--- src/rtl/ltt_pkg.sv ---
package ltt_pkg;

   localparam logic [1:0] MODE_IDLE    = 2'd1;
   localparam logic [1:0] MODE_TRIGGER = 2'd2;
   localparam logic [1:0] MODE_MIC     = 2'd3;

   localparam logic OP_TICK = 1'b0;
   localparam logic OP_ARM  = 1'b1;

   localparam logic KIND_CLICK   = 1'b0;
   localparam logic KIND_MEASURE = 1'b1;

   localparam logic [1:0] REG_MODE      = 2'd0;
   localparam logic [1:0] REG_THRESHOLD = 2'd1;
   localparam logic [1:0] REG_SPACING   = 2'd2;
   localparam logic [1:0] REG_DEBOUNCE  = 2'd3;

   localparam logic [1:0]  MODE_RESET      = MODE_IDLE;
   localparam logic [11:0] THRESHOLD_RESET = 12'd200;
   localparam logic [31:0] SPACING_RESET   = 32'd5000000;
   localparam logic [31:0] DEBOUNCE_RESET  = 32'd200000;

   localparam int SAMPLE_BITS = 12;
   localparam int REG_BITS    = 32;
   localparam int NUMBER_BITS = 16;

   typedef struct packed {
      logic [1:0]             mode;
      logic [SAMPLE_BITS-1:0] threshold;
      logic [REG_BITS-1:0]    spacing;
      logic [REG_BITS-1:0]    debounce;
   } cfg_type;

endpackage

--- src/rtl/latency_trial_timer.sv ---
// Latency trial timer. Each transfer on the req_ channel is one item: a tick
// (one microsecond of the internal timer, optionally carrying a light sample
// and a microphone edge) or an arm command that loads the trial count. The
// block takes one item every clock cycle while req_stall is low; the item's
// result, when it has one, is presented on the rsp_ channel in the following
// cycle from a single output register. req_stall rises only while that
// register holds a result and rsp_stall is high, so a consumer that never
// stalls sees one item per cycle sustained. A click result (kind 0) marks
// each trigger-mode launch; a measurement result (kind 1) reports the trial
// number, the latency in microseconds modulo the timer width, the crossing
// sample and whether the run is finished. Registers sit on the csr_ APB port
// at byte addresses 0 (mode), 4 (light threshold), 8 (launch spacing) and
// 12 (microphone debounce); write them only while the block is idle.
module latency_trial_timer
   import ltt_pkg::*;
#(
   parameter int TIME_BITS  = 32,
   parameter int COUNT_BITS = 16
) (
   input  logic                   clock,
   input  logic                   reset,

   input  logic                   req_valid,
   output logic                   req_stall,
   input  logic                   req_opcode,
   input  logic                   req_sample_valid,
   input  logic [SAMPLE_BITS-1:0] req_light_sample,
   input  logic                   req_mic_edge,
   input  logic [15:0]            req_trial_count,

   output logic                   rsp_valid,
   input  logic                   rsp_stall,
   output logic                   rsp_kind,
   output logic [NUMBER_BITS-1:0] rsp_trial_number,
   output logic [31:0]            rsp_latency_us,
   output logic [SAMPLE_BITS-1:0] rsp_light_level,
   output logic                   rsp_run_done,

   input  logic                   csr_psel,
   input  logic                   csr_penable,
   input  logic                   csr_pwrite,
   input  logic [3:0]             csr_paddr,
   input  logic [REG_BITS-1:0]    csr_pwdata,
   output logic [REG_BITS-1:0]    csr_prdata,
   output logic                   csr_pready
);

   localparam int CMP_BITS = (TIME_BITS > REG_BITS) ? TIME_BITS : REG_BITS;
   localparam int CNT_EXT  = (COUNT_BITS > 16) ? COUNT_BITS : 16;

   cfg_type cfg_ff, cfg_in;

   logic [TIME_BITS-1:0]  time_now_ff, time_now_in;
   logic [TIME_BITS-1:0]  last_launch_ff, last_launch_in;
   logic [TIME_BITS-1:0]  start_time_ff, start_time_in;
   logic [TIME_BITS-1:0]  last_mic_ff, last_mic_in;
   logic                  waiting_ff, waiting_in;
   logic [COUNT_BITS-1:0] trials_left_ff, trials_left_in;
   logic [COUNT_BITS-1:0] trial_index_ff, trial_index_in;

   logic                   rsp_valid_ff, rsp_valid_in;
   logic                   rsp_kind_ff, rsp_kind_in;
   logic [NUMBER_BITS-1:0] rsp_number_ff, rsp_number_in;
   logic [31:0]            rsp_latency_ff, rsp_latency_in;
   logic [SAMPLE_BITS-1:0] rsp_level_ff, rsp_level_in;
   logic                   rsp_done_ff, rsp_done_in;

   logic                  accept;
   logic                  emit;
   logic                  csr_write;
   logic [1:0]            csr_index;
   logic [TIME_BITS-1:0]  time_inc;
   logic [TIME_BITS-1:0]  spacing_t;
   logic [TIME_BITS-1:0]  launch_diff;
   logic [TIME_BITS-1:0]  mic_diff;
   logic [TIME_BITS-1:0]  light_diff;
   logic [CMP_BITS-1:0]   spacing_ext;
   logic [CMP_BITS-1:0]   light_diff_ext;
   logic [COUNT_BITS-1:0] index_inc;
   logic [COUNT_BITS-1:0] left_dec;
   logic [CNT_EXT-1:0]    count_ext;
   logic [CNT_EXT-1:0]    index_inc_ext;
   logic                  mic_ok;
   logic                  started;
   logic                  crossed;
   logic                  launch;

   assign req_stall  = rsp_valid_ff && rsp_stall;
   assign accept     = req_valid && !req_stall;
   assign csr_pready = 1'b1;
   assign csr_index  = csr_paddr[3:2];
   assign csr_write  = csr_psel && csr_penable && csr_pwrite;

   assign rsp_valid        = rsp_valid_ff;
   assign rsp_kind         = rsp_kind_ff;
   assign rsp_trial_number = rsp_number_ff;
   assign rsp_latency_us   = rsp_latency_ff;
   assign rsp_light_level  = rsp_level_ff;
   assign rsp_run_done     = rsp_done_ff;

   always_comb begin
      csr_prdata = '0;
      unique case (csr_index)
         REG_MODE:      csr_prdata = REG_BITS'(cfg_ff.mode);
         REG_THRESHOLD: csr_prdata = REG_BITS'(cfg_ff.threshold);
         REG_SPACING:   csr_prdata = cfg_ff.spacing;
         REG_DEBOUNCE:  csr_prdata = cfg_ff.debounce;
         default:       csr_prdata = '0;
      endcase
   end

   always_comb begin
      cfg_in = cfg_ff;
      if (csr_write) begin
         unique case (csr_index)
            REG_MODE:      cfg_in.mode      = csr_pwdata[1:0];
            REG_THRESHOLD: cfg_in.threshold = csr_pwdata[SAMPLE_BITS-1:0];
            REG_SPACING:   cfg_in.spacing   = csr_pwdata;
            REG_DEBOUNCE:  cfg_in.debounce  = csr_pwdata;
            default:       cfg_in = cfg_ff;
         endcase
      end
   end

   always_comb begin
      time_inc       = time_now_ff + 1'b1;
      spacing_ext    = CMP_BITS'(cfg_ff.spacing);
      spacing_t      = spacing_ext[TIME_BITS-1:0];
      launch_diff    = time_inc - last_launch_ff;
      mic_diff       = time_inc - last_mic_ff;
      light_diff     = time_inc - start_time_ff;
      light_diff_ext = CMP_BITS'(light_diff);
      index_inc      = trial_index_ff + 1'b1;
      index_inc_ext  = CNT_EXT'(index_inc);
      left_dec       = (trials_left_ff != '0) ? trials_left_ff - 1'b1 : trials_left_ff;
      count_ext      = CNT_EXT'(req_trial_count);

      mic_ok  = (cfg_ff.mode == MODE_MIC) && req_mic_edge
                && (CMP_BITS'(mic_diff) > CMP_BITS'(cfg_ff.debounce));
      started = mic_ok && !waiting_ff && (trials_left_ff != '0);
      crossed = waiting_ff && req_sample_valid && (req_light_sample >= cfg_ff.threshold);
      launch  = !waiting_ff && !started && (cfg_ff.mode == MODE_TRIGGER)
                && (trials_left_ff != '0) && (CMP_BITS'(launch_diff) >= spacing_ext);

      time_now_in    = time_now_ff;
      last_launch_in = last_launch_ff;
      start_time_in  = start_time_ff;
      last_mic_in    = last_mic_ff;
      waiting_in     = waiting_ff;
      trials_left_in = trials_left_ff;
      trial_index_in = trial_index_ff;
      emit           = 1'b0;

      rsp_kind_in    = KIND_MEASURE;
      rsp_number_in  = index_inc_ext[NUMBER_BITS-1:0];
      rsp_latency_in = light_diff_ext[31:0];
      rsp_level_in   = req_light_sample;
      rsp_done_in    = (left_dec == '0);

      if (accept) begin
         if (req_opcode == OP_ARM) begin
            trial_index_in = '0;
            trials_left_in = count_ext[COUNT_BITS-1:0];
            waiting_in     = 1'b0;
            if ((cfg_ff.mode == MODE_TRIGGER) && (count_ext[COUNT_BITS-1:0] != '0)) begin
               last_launch_in = time_now_ff - spacing_t;
            end
         end else begin
            time_now_in = time_inc;
            if (mic_ok) begin
               last_mic_in = time_inc;
            end
            if (started) begin
               waiting_in    = 1'b1;
               start_time_in = time_inc;
            end
            if (crossed) begin
               trial_index_in = index_inc;
               waiting_in     = 1'b0;
               trials_left_in = left_dec;
               emit           = 1'b1;
            end else if (launch) begin
               last_launch_in = time_inc;
               start_time_in  = time_inc;
               waiting_in     = 1'b1;
               emit           = 1'b1;
               rsp_kind_in    = KIND_CLICK;
               rsp_latency_in = '0;
               rsp_level_in   = '0;
               rsp_done_in    = 1'b0;
            end
         end
      end

      if (emit) begin
         rsp_valid_in = 1'b1;
      end else if (!rsp_stall) begin
         rsp_valid_in = 1'b0;
      end else begin
         rsp_valid_in = rsp_valid_ff;
      end
   end

   always_ff @(posedge clock) begin
      if (reset) begin
         cfg_ff.mode      <= MODE_RESET;
         cfg_ff.threshold <= THRESHOLD_RESET;
         cfg_ff.spacing   <= SPACING_RESET;
         cfg_ff.debounce  <= DEBOUNCE_RESET;
         time_now_ff      <= '0;
         last_launch_ff   <= '0;
         start_time_ff    <= '0;
         last_mic_ff      <= '0;
         waiting_ff       <= 1'b0;
         trials_left_ff   <= '0;
         trial_index_ff   <= '0;
         rsp_valid_ff     <= 1'b0;
      end else begin
         cfg_ff           <= cfg_in;
         time_now_ff      <= time_now_in;
         last_launch_ff   <= last_launch_in;
         start_time_ff    <= start_time_in;
         last_mic_ff      <= last_mic_in;
         waiting_ff       <= waiting_in;
         trials_left_ff   <= trials_left_in;
         trial_index_ff   <= trial_index_in;
         rsp_valid_ff     <= rsp_valid_in;
      end
   end

   always_ff @(posedge clock) begin
      if (emit) begin
         rsp_kind_ff    <= rsp_kind_in;
         rsp_number_ff  <= rsp_number_in;
         rsp_latency_ff <= rsp_latency_in;
         rsp_level_ff   <= rsp_level_in;
         rsp_done_ff    <= rsp_done_in;
      end
   end

endmodule

--- config.mk ---
export PLATFORM = sky130hd
export DESIGN_NAME = latency_trial_timer
export DESIGN_NICKNAME = d
export VERILOG_FILES = /design/src/rtl/ltt_pkg.sv /design/src/rtl/latency_trial_timer.sv
export SDC_FILE = /design/constraint.sdc
export NUM_CORES = 1
export LEC_CHECK = 0
export ABC_AREA = 1
export BUFFER_PORTS_ARGS = -buffer_cell sky130_fd_sc_hd__buf_4
export CAP_MARGIN = 20
export CORE_MARGIN = 1
export CORE_UTILIZATION = 45
export DETAILED_ROUTE_END_ITERATION = 6
export SETUP_SLACK_MARGIN = 0.2
export SYNTH_ARGS = -nofsm -noshare
export SYNTH_HDL_FRONTEND = slang
export SYNTH_SLANG_ARGS = --single-unit
--- constraint.sdc ---
create_clock -name clock -period 5.75 [get_ports clock]
set_input_delay 1.15 -clock clock [delete_from_list [all_inputs] [get_ports clock]]
set_output_delay 1.15 -clock clock [all_outputs]
set_load 0.005 [all_outputs]
==> out/qor.yml <==
crit_required_ps: 6260
synth_top_area_cell: "dfxtp_1"
ys_types: 64
crit_type: "register to register"
grt_pass1_vias: 21916
cts_tree: "yes"
arrival_ps: 5810
ant_nets: 0
period_minus_slack_ps: 5310
timing.rr.end: "start_time_ff[2]"
start_util_pct: 45.9
cp-end-kind: "register"
hpwlAfterDp_um: 68100
path_clk_slew_ps: 60
overflow: 0
dr.pass1.iters: 6
avgViaCountPerCell: 5.37
track_usage_pct: 31.5
synthesis.instances: 3479
grt_max_degree: 186
grt_pass1_wl_um: 127000
core_area_mm2: 0.0505
avgSynthCellArea_um2: 6.66
fin_crit_sh_pct: 92.3
synth.area.top_cells: "dfxtp_1 21%, nand2_1 13%, ha_1 11%"
yosysWarnings: 0
rsz0062_at_grt: "true"
num_rows: 82
dieHeight_um: 229
crit_path_start_kind: "register"
nNetsFinal: 3969
yosysTopAreaCellShare_pct: 20.7
clock_insertion_delay_worst_skew_ps: 580
port_buffers: 167
yosys_register_bits: 302
fmax_mhz: 188
drcViolationCount: 0
p_leak_nw: 13.3
synthArstFlopShare_pct: 0
place.gp.congestion: 0.975
outcome: "completed"
tightest_slew_ps: 1030
drt_iter0_markers: 1767
irDropWorstVdd_uv: 180
r2r_cells: 30
synthTopCellsByCount: "811 x nand2_1, 557 x inv_1, 345 x nor2_1, 291 x a21oi_1, 240 x dfxtp_1"
htree_levels: 2
slew_headroom_pct: 31.0
maxCapViolCount: 0
area_delta_synth_final_pct: 16.8
p_per_area_mw_per_mm2: 264
fp.dieW_um: 229
synth_ff_type: "dfxtp_1"
crit_start: "time_now_ff[0]"
crit_top_cell: "nand2_1"
vias: 23572
r2r-start: "time_now_ff[0]"
power_mw: 7.14
slowest_stage: "nor4_1"
drive_gt1_share_pct: 11.5
cts.sinks: 302
fin_setup_tns_ps: 0
slowest_delay_ps: 550
syn_area_mm2: 0.0232
die-area_mm2: 0.0524
synth_seq_area_share_pct: 28.8
worstPathMaxFanout: 12
antenna_found_initial: 0
n_antenna_cell: 0
synth_edf_count: 62
ios: 171
finalHoldViolCount: 0
clockBufferDepth: 3
r2r_setup_slack_ps: 440
critical_path.endpoint: "start_time_ff[2]"
root_buffer: "clkbuf_16"
routedWlPerCell_um: 19.2
yosysMostFrequentCell: "nand2_1"
hold_buffers: 0
hold_class: "register to register"
clock_skew_ps: 17.2
cts_buffers: 36
syn-num-nets: 3760
finalSetupViolCount: 0
slew_viol_final: 0
wirelength_um: 84300
## metal layers
layer  part of all wire [%]  up-vias  track usage (%)
met5                      0        -                0
met4                    4.3        0             13.0
met3                    6.2      134             3.94
met2                     44      729             50.2
met1                     45    10947             42.9
li1                       -    11762                -
## state kept, by name (all words and copies together) (netlist names)
| name | count |
|---|---|
| last_launch_ff | 32 |
| time_now_ff | 32 |
| last_mic_ff | 32 |
| rsp_light_level | 12 |
| rsp_run_done | 1 |
| trials_left_ff | 16 |
| rsp_latency_us | 32 |
| waiting_ff | 1 |
| trial_index_ff | 16 |
| rsp_valid | 1 |
| start_time_ff | 32 |
| cfg_ff | 46 |
| rsp_kind | 1 |
| rsp_trial_number | 16 |
| spacing_ext | 32 |
## where the power goes
part           switching, mW  internal, mW  total (mW)
sequential            0.0493          2.23        2.28
clock                  0.995          1.42        2.42
combinational           1.55         0.887        2.43
## layout make-up
type	count	area, µm²
fill	5066	23400
multi-input combinational	2511	14000
sequential	302	6670
inverter	573	2170
timing repair buffer	264	2130
clock buffer	50	1050
tap	672	841
clock inverter	14	185
## worst max-delay path, delay by kind of cell, from the launching register on
| kind | cells | cell delay (ps) |
|---|---|---|
| flip-flops | 1 | 390 |
| XOR/XNOR | 2 | 380 |
| buffers and inverters | 6 | 910 |
| AND/OR/NAND/NOR | 16 | 2170 |
| AO/OA/AOI/OAI | 3 | 570 |
| adder cells (fa/ha/maj) | 3 | 800 |
## cells in the final DEF, fill, tap and decap left out, drive strengths merged, types with 15 or more instances in the layout
master	instances
ha	203
nand2	818
o21bai	20
o22ai	22
xnor2	35
nand3	165
o211ai	24
nor2	369
buf	262
inv	576
clkbuf	52
nor3	41
a21oi	292
xor2	90
o21ai	261
edfxtp	62
nor4	15
dfxtp	240
a21o	24
nand4	46
## worst min path at each step
stage,start,to,cells past startpoint
final,last_mic_ff[5],last_mic_ff[5],2
after global routing,last_mic_ff[5],last_mic_ff[5],2
after CTS,last_mic_ff[5],last_mic_ff[5],2
after detailed placement,last_mic_ff[23],last_mic_ff[23],2
after global placement,last_mic_ff[17],last_mic_ff[17],2
after floorplan,last_mic_ff[18],last_mic_ff[18],2
## through the flow
step                      setup WS [ps]  cells  hold WS [ps]  cell area [µm²]  utilization, %
after floorplan                     558   3479           435            23200               -
after global placement             42.3   4313           450            25500            50.5
after detailed placement           28.2   4313           455            25500            50.5
after CTS                           208   4377           464            26800            53.0
after global routing                157   4386           486            27100            53.6
final                               445   4386           461            27100            53.6
## timing repair
item / 4_1_cts / 5_1_grt
endpoints found under the hold margin: 0 / 0
cloned: 0 / 2
endpoints found under the setup margin: 204 / 205
pin swaps: 0 / 4
gates resized for setup: 7 / 40
setup buffers: 0 / 5
## kinds of logic after synthesis
kind of cell / after synthesis / share of synthesized area (%)
compound gates: 701 / 16.8
xor+xnor: 125 / 4.82
fa+ha+maj: 207 / 11.3
buf+inv: 666 / 11.3
flops: 302 / 28.8
other cells: 1 / 0.0162
simple gates: 1477 / 27.0
Power figures use the tool's default switching activity.
